--- src/rtl/sfr_pkg.sv ---
// Package for the serial frame receiver: phase and status codes, reply bytes,
// register indexes and reset values, and the structs passed between modules.
// No dependencies.
package sfr_pkg;

   typedef enum logic [1:0] {
      PH_IDLE    = 2'd0,
      PH_LEN_HI  = 2'd1,
      PH_LEN_LO  = 2'd2,
      PH_PAYLOAD = 2'd3
   } phase_type;

   typedef enum logic [1:0] {
      ST_NONE        = 2'd0,
      ST_BAD_START   = 2'd1,
      ST_TIMEOUT     = 2'd2,
      ST_OVER_LENGTH = 2'd3
   } status_type;

   localparam logic OP_BYTE = 1'b0;
   localparam logic OP_TICK = 1'b1;

   localparam logic [7:0] START_PLAIN   = 8'h01;
   localparam logic [7:0] START_VERBOSE = 8'h02;
   localparam logic [7:0] ENQUIRY       = 8'h05;
   localparam logic [7:0] ACK_ENQUIRY   = 8'h06;
   localparam logic [7:0] ACK_LENGTH    = 8'h21;  // '!'
   localparam logic [7:0] ACK_CHUNK     = 8'h23;  // '#'

   localparam logic [1:0] CSR_MAX_LENGTH = 2'd0;
   localparam logic [1:0] CSR_TIMEOUT    = 2'd1;
   localparam logic [1:0] CSR_CHUNK_SIZE = 2'd2;

   localparam logic [15:0] MAX_LENGTH_RESET = 16'd2048;
   localparam logic [15:0] TIMEOUT_RESET    = 16'd1000;
   localparam logic [7:0]  CHUNK_RESET      = 8'd100;

   typedef struct packed {
      logic [15:0] max_length;
      logic [15:0] timeout_ticks;
      logic [7:0]  chunk_size;
   } cfg_type;

   typedef struct packed {
      logic       opcode;
      logic [7:0] rx_byte;
   } item_type;

   typedef struct packed {
      logic        tx_valid;
      logic [7:0]  tx_byte;
      logic        payload_valid;
      logic [7:0]  payload_byte;
      logic        frame_done;
      logic [15:0] frame_length;
      logic        verbose_flag;
      status_type  status;
   } result_type;

endpackage

--- src/rtl/sfr_ifs.sv ---
// Channel interfaces of the serial frame receiver: input items, result items
// and register writes. Depends on sfr_pkg.
interface sfr_req_if;
   logic       valid;
   logic       ready;
   logic       opcode;
   logic [7:0] rx_byte;

   modport source (output valid, opcode, rx_byte, input ready);
   modport sink   (input valid, opcode, rx_byte, output ready);
endinterface

interface sfr_rsp_if;
   logic               valid;
   logic               ready;
   logic               tx_valid;
   logic [7:0]         tx_byte;
   logic               payload_valid;
   logic [7:0]         payload_byte;
   logic               frame_done;
   logic [15:0]        frame_length;
   logic               verbose_flag;
   sfr_pkg::status_type status;

   modport source (output valid, tx_valid, tx_byte, payload_valid, payload_byte,
                   frame_done, frame_length, verbose_flag, status, input ready);
   modport sink   (input valid, tx_valid, tx_byte, payload_valid, payload_byte,
                   frame_done, frame_length, verbose_flag, status, output ready);
endinterface

interface sfr_csr_if;
   logic        valid;
   logic        ready;
   logic [1:0]  index;
   logic [15:0] data;

   modport source (output valid, index, data, input ready);
   modport sink   (input valid, index, data, output ready);
endinterface

--- src/rtl/sfr_csr.sv ---
// Configuration registers of the serial frame receiver.
// Depends on sfr_pkg.
module sfr_csr (
   input  logic             clock,
   input  logic             reset,
   input  logic             wr_valid,
   input  logic [1:0]       wr_index,
   input  logic [15:0]      wr_data,
   output sfr_pkg::cfg_type cfg
);

   sfr_pkg::cfg_type cfg_ff, cfg_in;

   always_comb begin
      cfg_in = cfg_ff;
      if (wr_valid) begin
         unique case (wr_index)
            sfr_pkg::CSR_MAX_LENGTH: cfg_in.max_length    = wr_data;
            sfr_pkg::CSR_TIMEOUT:    cfg_in.timeout_ticks = wr_data;
            sfr_pkg::CSR_CHUNK_SIZE: cfg_in.chunk_size    = wr_data[7:0];
            default:                 cfg_in = cfg_ff;
         endcase
      end
   end

   always_ff @(posedge clock) begin
      if (reset) begin
         cfg_ff.max_length    <= sfr_pkg::MAX_LENGTH_RESET;
         cfg_ff.timeout_ticks <= sfr_pkg::TIMEOUT_RESET;
         cfg_ff.chunk_size    <= sfr_pkg::CHUNK_RESET;
      end else begin
         cfg_ff <= cfg_in;
      end
   end

   assign cfg = cfg_ff;

endmodule

--- src/rtl/sfr_ctrl.sv ---
// Frame state machine and counters; forms one result for each item.
// Depends on sfr_pkg.
module sfr_ctrl (
   input  logic                clock,
   input  logic                reset,
   input  logic                accept,
   input  sfr_pkg::item_type   item,
   input  sfr_pkg::cfg_type    cfg,
   output sfr_pkg::result_type result
);

   sfr_pkg::phase_type phase_ff, phase_in;
   logic [15:0] frame_len_ff, frame_len_in;
   logic [15:0] bytes_ff, bytes_in;
   logic [7:0]  chunk_ff, chunk_in;
   logic [15:0] idle_ff, idle_in;
   logic        verbose_ff, verbose_in;

   logic        is_tick;
   logic        is_start;
   logic [16:0] tick_count;
   logic        expire;
   logic [15:0] len_full;
   logic [15:0] bytes_next;
   logic [7:0]  chunk_next;
   logic        last_byte;
   logic        chunk_end;

   assign is_tick    = (item.opcode == sfr_pkg::OP_TICK);
   assign is_start   = (item.rx_byte == sfr_pkg::START_PLAIN) ||
                       (item.rx_byte == sfr_pkg::START_VERBOSE);
   assign tick_count = {1'b0, idle_ff} + 17'd1;
   assign expire     = (tick_count >= {1'b0, cfg.timeout_ticks});
   assign len_full   = {frame_len_ff[15:8], item.rx_byte};
   assign bytes_next = bytes_ff + 16'd1;
   assign chunk_next = chunk_ff + 8'd1;
   assign last_byte  = (bytes_next == frame_len_ff);
   assign chunk_end  = (chunk_next == cfg.chunk_size);

   // next phase
   always_comb begin
      phase_in = phase_ff;
      if (is_tick) begin
         if (phase_ff != sfr_pkg::PH_IDLE && expire) begin
            phase_in = sfr_pkg::PH_IDLE;
         end
      end else begin
         unique case (phase_ff)
            sfr_pkg::PH_IDLE: begin
               if (is_start) phase_in = sfr_pkg::PH_LEN_HI;
            end
            sfr_pkg::PH_LEN_HI: phase_in = sfr_pkg::PH_LEN_LO;
            sfr_pkg::PH_LEN_LO: begin
               phase_in = (len_full == 16'd0) ? sfr_pkg::PH_IDLE : sfr_pkg::PH_PAYLOAD;
            end
            sfr_pkg::PH_PAYLOAD: begin
               if (last_byte) phase_in = sfr_pkg::PH_IDLE;
            end
            default: phase_in = sfr_pkg::PH_IDLE;
         endcase
      end
   end

   // counters and frame fields
   always_comb begin
      frame_len_in = frame_len_ff;
      bytes_in     = bytes_ff;
      chunk_in     = chunk_ff;
      idle_in      = idle_ff;
      verbose_in   = verbose_ff;
      if (is_tick) begin
         if (phase_ff != sfr_pkg::PH_IDLE) begin
            idle_in = expire ? 16'd0 : tick_count[15:0];
         end
      end else begin
         idle_in = 16'd0;
         unique case (phase_ff)
            sfr_pkg::PH_IDLE: begin
               if (is_start) verbose_in = (item.rx_byte == sfr_pkg::START_VERBOSE);
            end
            sfr_pkg::PH_LEN_HI: frame_len_in = {item.rx_byte, 8'h00};
            sfr_pkg::PH_LEN_LO: begin
               frame_len_in = len_full;
               bytes_in     = 16'd0;
               chunk_in     = 8'd0;
            end
            sfr_pkg::PH_PAYLOAD: begin
               bytes_in = bytes_next;
               chunk_in = (last_byte || chunk_end) ? 8'd0 : chunk_next;
            end
            default: chunk_in = chunk_ff;
         endcase
      end
   end

   // result fields
   always_comb begin
      result = '0;
      if (is_tick) begin
         if (phase_ff != sfr_pkg::PH_IDLE && expire) result.status = sfr_pkg::ST_TIMEOUT;
      end else begin
         unique case (phase_ff)
            sfr_pkg::PH_IDLE: begin
               if (item.rx_byte == sfr_pkg::ENQUIRY) begin
                  result.tx_valid = 1'b1;
                  result.tx_byte  = sfr_pkg::ACK_ENQUIRY;
               end else if (!is_start) begin
                  result.status = sfr_pkg::ST_BAD_START;
               end
            end
            sfr_pkg::PH_LEN_HI: result = '0;
            sfr_pkg::PH_LEN_LO: begin
               result.tx_valid = 1'b1;
               result.tx_byte  = sfr_pkg::ACK_LENGTH;
               if (len_full > cfg.max_length) result.status = sfr_pkg::ST_OVER_LENGTH;
               if (len_full == 16'd0) begin
                  result.frame_done   = 1'b1;
                  result.verbose_flag = verbose_ff;
               end
            end
            sfr_pkg::PH_PAYLOAD: begin
               result.payload_valid = 1'b1;
               result.payload_byte  = item.rx_byte;
               if (last_byte || chunk_end) begin
                  result.tx_valid = 1'b1;
                  result.tx_byte  = sfr_pkg::ACK_CHUNK;
               end
               if (last_byte) begin
                  result.frame_done   = 1'b1;
                  result.frame_length = frame_len_ff;
                  result.verbose_flag = verbose_ff;
               end
            end
            default: result = '0;
         endcase
      end
   end

   always_ff @(posedge clock) begin
      if (reset) begin
         phase_ff     <= sfr_pkg::PH_IDLE;
         frame_len_ff <= 16'd0;
         bytes_ff     <= 16'd0;
         chunk_ff     <= 8'd0;
         idle_ff      <= 16'd0;
         verbose_ff   <= 1'b0;
      end else if (accept) begin
         phase_ff     <= phase_in;
         frame_len_ff <= frame_len_in;
         bytes_ff     <= bytes_in;
         chunk_ff     <= chunk_in;
         idle_ff      <= idle_in;
         verbose_ff   <= verbose_in;
      end
   end

endmodule

--- src/rtl/sfr_out_reg.sv ---
// Result register between the state machine and the result channel.
// Depends on sfr_pkg.
module sfr_out_reg (
   input  logic                clock,
   input  logic                reset,
   input  logic                load,
   input  sfr_pkg::result_type result,
   input  logic                out_ready,
   output logic                can_load,
   output logic                out_valid,
   output sfr_pkg::result_type out_result
);

   logic                valid_ff, valid_in;
   sfr_pkg::result_type result_ff;

   assign can_load = !valid_ff || out_ready;
   assign valid_in = load || (valid_ff && !out_ready);

   always_ff @(posedge clock) begin
      if (reset) begin
         valid_ff <= 1'b0;
      end else begin
         valid_ff <= valid_in;
      end
   end

   always_ff @(posedge clock) begin
      if (load) begin
         result_ff <= result;
      end
   end

   assign out_valid  = valid_ff;
   assign out_result = result_ff;

endmodule

--- src/rtl/serial_frame_receiver.sv ---
// Serial frame receiver: one result per item, one item per cycle.
// Result: registered, valid in the cycle after the input transfer.
// Throughput: one item per cycle while the result channel keeps up; the
// single result register stalls req when a result waits untaken.
// Reset: synchronous, active high; phase idle, counters zero, registers to
// max_length 2048, timeout_ticks 1000, chunk_size 100.
module serial_frame_receiver (
   input  logic       clock,
   input  logic       reset,
   sfr_req_if.sink    req_ch,
   sfr_rsp_if.source  rsp_ch,
   sfr_csr_if.sink    csr_ch
);

   sfr_pkg::cfg_type    cfg;
   sfr_pkg::item_type   item;
   sfr_pkg::result_type result;
   sfr_pkg::result_type out_result;
   logic                can_load;
   logic                accept;

   assign csr_ch.ready = 1'b1;
   assign req_ch.ready = can_load;
   assign accept       = req_ch.valid && can_load;
   assign item.opcode  = req_ch.opcode;
   assign item.rx_byte = req_ch.rx_byte;

   sfr_csr u_csr (
      .clock    (clock),
      .reset    (reset),
      .wr_valid (csr_ch.valid),
      .wr_index (csr_ch.index),
      .wr_data  (csr_ch.data),
      .cfg      (cfg)
   );

   sfr_ctrl u_ctrl (
      .clock  (clock),
      .reset  (reset),
      .accept (accept),
      .item   (item),
      .cfg    (cfg),
      .result (result)
   );

   sfr_out_reg u_out (
      .clock      (clock),
      .reset      (reset),
      .load       (accept),
      .result     (result),
      .out_ready  (rsp_ch.ready),
      .can_load   (can_load),
      .out_valid  (rsp_ch.valid),
      .out_result (out_result)
   );

   assign rsp_ch.tx_valid      = out_result.tx_valid;
   assign rsp_ch.tx_byte       = out_result.tx_byte;
   assign rsp_ch.payload_valid = out_result.payload_valid;
   assign rsp_ch.payload_byte  = out_result.payload_byte;
   assign rsp_ch.frame_done    = out_result.frame_done;
   assign rsp_ch.frame_length  = out_result.frame_length;
   assign rsp_ch.verbose_flag  = out_result.verbose_flag;
   assign rsp_ch.status        = out_result.status;

endmodule

--- src/flat_wrapper.sv ---
// flat-port wrapper written by rule: the top's interface ports become plain ports
module serial_frame_receiver_flat 
  (clock, reset, req_ch_valid, req_ch_opcode, req_ch_rx_byte, req_ch_ready, rsp_ch_valid, rsp_ch_tx_valid, rsp_ch_tx_byte, rsp_ch_payload_valid, rsp_ch_payload_byte, rsp_ch_frame_done, rsp_ch_frame_length, rsp_ch_verbose_flag, rsp_ch_status, rsp_ch_ready, csr_ch_valid, csr_ch_index, csr_ch_data, csr_ch_ready);
  sfr_req_if req_ch_i ();
  sfr_rsp_if rsp_ch_i ();
  sfr_csr_if csr_ch_i ();
  input  logic clock;
  input  logic reset;
  input wire logic [$bits(req_ch_i.valid)-1:0] req_ch_valid;
  input wire logic [$bits(req_ch_i.opcode)-1:0] req_ch_opcode;
  input wire logic [$bits(req_ch_i.rx_byte)-1:0] req_ch_rx_byte;
  output wire logic [$bits(req_ch_i.ready)-1:0] req_ch_ready;
  output wire logic [$bits(rsp_ch_i.valid)-1:0] rsp_ch_valid;
  output wire logic [$bits(rsp_ch_i.tx_valid)-1:0] rsp_ch_tx_valid;
  output wire logic [$bits(rsp_ch_i.tx_byte)-1:0] rsp_ch_tx_byte;
  output wire logic [$bits(rsp_ch_i.payload_valid)-1:0] rsp_ch_payload_valid;
  output wire logic [$bits(rsp_ch_i.payload_byte)-1:0] rsp_ch_payload_byte;
  output wire logic [$bits(rsp_ch_i.frame_done)-1:0] rsp_ch_frame_done;
  output wire logic [$bits(rsp_ch_i.frame_length)-1:0] rsp_ch_frame_length;
  output wire logic [$bits(rsp_ch_i.verbose_flag)-1:0] rsp_ch_verbose_flag;
  output wire logic [$bits(rsp_ch_i.status)-1:0] rsp_ch_status;
  input wire logic [$bits(rsp_ch_i.ready)-1:0] rsp_ch_ready;
  input wire logic [$bits(csr_ch_i.valid)-1:0] csr_ch_valid;
  input wire logic [$bits(csr_ch_i.index)-1:0] csr_ch_index;
  input wire logic [$bits(csr_ch_i.data)-1:0] csr_ch_data;
  output wire logic [$bits(csr_ch_i.ready)-1:0] csr_ch_ready;
  assign req_ch_i.valid = req_ch_valid;
  assign req_ch_i.opcode = req_ch_opcode;
  assign req_ch_i.rx_byte = req_ch_rx_byte;
  assign req_ch_ready = req_ch_i.ready;
  assign rsp_ch_valid = rsp_ch_i.valid;
  assign rsp_ch_tx_valid = rsp_ch_i.tx_valid;
  assign rsp_ch_tx_byte = rsp_ch_i.tx_byte;
  assign rsp_ch_payload_valid = rsp_ch_i.payload_valid;
  assign rsp_ch_payload_byte = rsp_ch_i.payload_byte;
  assign rsp_ch_frame_done = rsp_ch_i.frame_done;
  assign rsp_ch_frame_length = rsp_ch_i.frame_length;
  assign rsp_ch_verbose_flag = rsp_ch_i.verbose_flag;
  assign rsp_ch_status = rsp_ch_i.status;
  assign rsp_ch_i.ready = rsp_ch_ready;
  assign csr_ch_i.valid = csr_ch_valid;
  assign csr_ch_i.index = csr_ch_index;
  assign csr_ch_i.data = csr_ch_data;
  assign csr_ch_ready = csr_ch_i.ready;
  serial_frame_receiver u_core (.clock(clock), .reset(reset), .req_ch(req_ch_i), .rsp_ch(rsp_ch_i), .csr_ch(csr_ch_i));
endmodule
--- config.mk ---
export PLATFORM = sky130hd
export DESIGN_NAME = serial_frame_receiver_flat
export DESIGN_NICKNAME = d
export VERILOG_FILES = /design/src/rtl/sfr_pkg.sv /design/src/rtl/sfr_ifs.sv /design/src/rtl/sfr_csr.sv /design/src/rtl/sfr_ctrl.sv /design/src/rtl/sfr_out_reg.sv /design/src/rtl/serial_frame_receiver.sv /design/src/flat_wrapper.sv
export SDC_FILE = /design/constraint.sdc
export NUM_CORES = 1
export LEC_CHECK = 0
export BUFFER_PORTS_ARGS = -buffer_cell sky130_fd_sc_hd__buf_2
export CAP_MARGIN = 25
export CORE_UTILIZATION = 45
export DETAILED_ROUTE_END_ITERATION = 6
export PLACE_DENSITY_LB_ADDON = 0.05
export SYNTH_ARGS = -nofsm -noshare
export SYNTH_HDL_FRONTEND = slang
export SYNTH_SLANG_ARGS = --single-unit
export TNS_END_PERCENT = 10
--- constraint.sdc ---
create_clock -name clock -period 4.8 [get_ports clock]
set_input_delay 0.48 -clock clock [delete_from_list [all_inputs] [get_ports clock]]
set_output_delay 0.48 -clock clock [all_outputs]
set_load 0.01 [all_outputs]
==> impl_metrics.env <==
export IMPL_status="complete, no violations"
export IMPL_cts_tree="yes"
export IMPL_max_freq_mhz=237
export IMPL_port_buffers=67
export IMPL_relSlewSlack_pct=34.0
export IMPL_cts_sink_count=133
export IMPL_drt_iter0_drc=418
export IMPL_finalHoldViolCount=0
export IMPL_post_route_period_util_pct=87.9
export IMPL_sequentialPowerShare_pct=45.9
export IMPL_synth_seq_area_share_pct=40.6
export IMPL_reg2reg_to="u_core.u_ctrl.idle_ff[2]$_SDFFE_PP0P_"
export IMPL_synth_edff_count=33
export IMPL_dieArea_um2=16900
export IMPL_grt_pass1_wl_um=29800
export IMPL_syn_mean_instance_area_um2=8.54
export IMPL_clkPwrFrac_pct=47.9
export IMPL_hpwl_um=13400
export IMPL_holdPathEnd="u_core.u_csr.cfg[35]$_SDFFE_PP1P_"
export IMPL_pre_cts_ws_ns=0.617
export IMPL_intPower_mw=1.94
export IMPL_setup_slack_ns=0.579
export IMPL_holdPathStages=2
export IMPL_hp_start="csr_ch_data[11]"
export IMPL_initial_core_util_pct=46.2
export IMPL_cts_buffers=17
export IMPL_finalWeightedCongestion=0.811
export IMPL_synth_seq_cells=133
export IMPL_rsz0062_at_grt="no"
export IMPL_drtPass1Iterations=5
export IMPL_maxCapViolations=0
export IMPL_r2r_cells=14
export IMPL_swShare_pct=24.7
export IMPL_finalNetCount=984
export IMPL_grt_max_degree=64
export IMPL_grt_overflow=0
export IMPL_yosys_area_top_type="dfxtp_1"
export IMPL_core_area_um2=15900
export IMPL_regArea_um2=2990
export IMPL_drc=0
export IMPL_multi_input_area_um2=4010
export IMPL_critical_path_class="flop to flop"
export IMPL_finClkSkew_ns=0.00687
export IMPL_r2r_start="u_core.u_ctrl.idle_ff[0]$_SDFFE_PP0P_"
export IMPL_power_leakage_nw=3.37
export IMPL_synthArstFlopShare_pct=0
export IMPL_start_kind="flop"
export IMPL_cellPowerDensity_nw_per_um2=307
export IMPL_synthCells=863
export IMPL_required_ns=5.15
export IMPL_worstMarginPinSlew_ns=0.984
export IMPL_synth_top_area_share_pct=27.2
export IMPL_finalMaxSlewViolations=0
export IMPL_setup_violations=0
export IMPL_cts_resized=0
export IMPL_num_rows=46
export IMPL_rrSetupSlack_ns=0.58
export IMPL_routed_wl_um=18500
export IMPL_io_pins=73
export IMPL_synthTopCellsByArea="dfxtp_1, edfxtp_1, ha_1"
export IMPL_post_cts_buffers=0
export IMPL_track_usage_pct=22.9
export IMPL_pwr_share_comb_pct=6.1
export IMPL_min_period_ns=4.22
export IMPL_vias_per_cell=5.56
export IMPL_setup_tns_ns=0
export IMPL_syn_area_um2=7370
export IMPL_antenna_found_initial=0
export IMPL_root_buffer="clkbuf_16"
export IMPL_hp_class="primary input to flop"
export IMPL_vias=6340
export IMPL_ant_nets=0
export IMPL_drive_above_1_share_pct=13.6
export IMPL_diodes=0
export IMPL_peakVddDrop_mv=0.238
export IMPL_yosys_most_used_dff="dfxtp_1"
export IMPL_yosysUniqueCellTypes=73
export IMPL_die_y_um=130
export IMPL_endpoint_kind="flop"
export IMPL_grt_pass1_vias=5657
export IMPL_cts_htree_levels=4
export IMPL_cts_hold_buffers=0
export IMPL_yosys_warnings=0
export IMPL_cts_buffer_depth=2
export IMPL_clkTransAtPathRegs_ns=0.06
export IMPL_clk_insertion_delay_late_ns=0.42
export IMPL_crit_path_max_fanout=11
export IMPL_wire_per_inst_um=16.2
export IMPL_areaGrowthSynthToFinish_pct=13.9
export IMPL_fill_cells=1546
export IMPL_worstPathArrival_ns=4.57
export IMPL_die_width_um=130
export IMPL_switchingPower_mw=0.635
-- power groups by stage --
stage	clock, mW	sequential, mW	combinational, mW
floorplan	0	1.21	0.0893
global placement	0	1.21	0.153
detailed placement	0	1.21	0.156
CTS	1.26	1.18	0.157
global route	1.31	1.19	0.177
finish	1.24	1.18	0.158
-- cells in the mapped netlist (24+ instances only) --
library cell  instances
dfxtp_1             100
and3_1               25
edfxtp_1             33
nand2_1             119
clkbuf_1             34
a21oi_1              70
o21ai_0              30
nor2_1               82
ha_1                 40
nand3_1              31
xnor2_1              24
inv_1                43
-- area by class of cell --
cell class,count,area share (%)
clock buffers,17,5.07
clock inverters,15,1.57
inverters,43,1.92
multi-input cells,642,47.7
flip-flops and latches,133,35.7
well taps,216,3.22
repair buffers,75,4.83
-- state kept, by name (all words and copies together) (netlist names) --
signal,flops
u_core.u_ctrl.chunk_ff,8
u_core.u_ctrl.phase_ff,2
u_core.u_ctrl.frame_len_ff,16
u_core.u_ctrl.idle_ff,16
u_core.u_out.out_valid,1
u_core.u_ctrl.bytes_ff,16
u_core.u_ctrl.verbose_ff,1
u_core.u_out.out_result,33
u_core.u_csr.cfg,40
-- worst max-delay path by stage --
| stage | slack, ns | end | from |
|---|---|---|---|
| after global placement | 0.78 | u_core.u_ctrl.idle_ff[4]$_SDFFE_PP0P_ | u_core.u_ctrl.idle_ff[0]$_SDFFE_PP0P_ |
| final | 0.58 | u_core.u_ctrl.idle_ff[2]$_SDFFE_PP0P_ | u_core.u_ctrl.idle_ff[0]$_SDFFE_PP0P_ |
| after CTS | 0.61 | u_core.u_ctrl.idle_ff[11]$_SDFFE_PP0P_ | u_core.u_ctrl.idle_ff[0]$_SDFFE_PP0P_ |
| after floorplan | 1.18 | u_core.u_ctrl.idle_ff[7]$_SDFFE_PP0P_ | u_core.u_ctrl.idle_ff[0]$_SDFFE_PP0P_ |
| after detailed placement | 0.62 | u_core.u_ctrl.idle_ff[2]$_SDFFE_PP0P_ | u_core.u_ctrl.idle_ff[0]$_SDFFE_PP0P_ |
| after global routing | 0.22 | u_core.u_ctrl.idle_ff[6]$_SDFFE_PP0P_ | u_core.u_ctrl.idle_ff[0]$_SDFFE_PP0P_ |
-- cell usage in the layout, fill, tap and decap left out, types with 12 or more instances in the layout --
cell / count
nand4_1: 12
dfxtp_1: 100
xor2_1: 18
nor3_1: 19
inv_1: 43
edfxtp_1: 33
mux2i_1: 15
nand3_1: 31
nand2_1: 119
nor2_1: 82
o21ai_0: 30
buf_2: 67
clkbuf_16: 17
a211o_1: 12
nor2b_1: 12
and3_1: 25
ha_1: 40
and2_1: 12
a21oi_1: 70
xnor2_1: 24
-- per-layer routing --
layer,part of all wire (%),wire length (um),track usage (%),up-vias
met5,0,0,0,-
met4,1.7,308,8.34,0
met3,4.1,768,3.90,32
met2,45,8290,35.4,155
met1,49,9170,32.1,3024
li1,-,-,-,3129
-- kinds of logic (layout without fill, tap and decap cells) --
group | after synthesis | count (layout) | share of synthesized area [%]
compound gates | 181 | 181 | 16.1
mux | 15 | 15 | 2.04
buf+inv | 91 | 150 | 5.33
flops | 133 | 133 | 40.6
xor+xnor | 42 | 42 | 4.99
fa+ha+maj | 40 | 40 | 6.79
simple gates | 359 | 359 | 24.0
other cells | 2 | 5 | 0.102
-- stage by stage --
| step | instance area [um^2] | util, % | instances | hold WS (ns) | power, mW |
|---|---|---|---|---|---|
| after detailed placement | 7800 | 49.0 | 1106 | 0.447 | 1.36 |
| after global routing | 8390 | 52.7 | 1141 | 0.283 | 2.67 |
| after floorplan | 7380 | - | 866 | 0.436 | 1.30 |
| after global placement | 7800 | 48.9 | 1105 | 0.446 | 1.36 |
| final | 8390 | 52.7 | 1141 | 0.282 | 2.58 |
| after CTS | 8360 | 52.4 | 1138 | 0.267 | 2.61 |
-- critical path, stage by stage, from the launching register on --
cell and delay [ns]:
dfxtp_1 0.40, ha_1 0.27, nand3_1 0.28, nor3_1 0.49, and3_1 0.23, xor2_1 0.20, ha_1 0.28, a21o_1 0.16
a21o_1 0.17, a221o_1 0.33, a41oi_1 0.25, o21ai_1 0.12, nor2_1 0.62, nand3b_1 0.16, a21oi_1 0.17
Note: power is estimated with default switching activity, not from simulation.
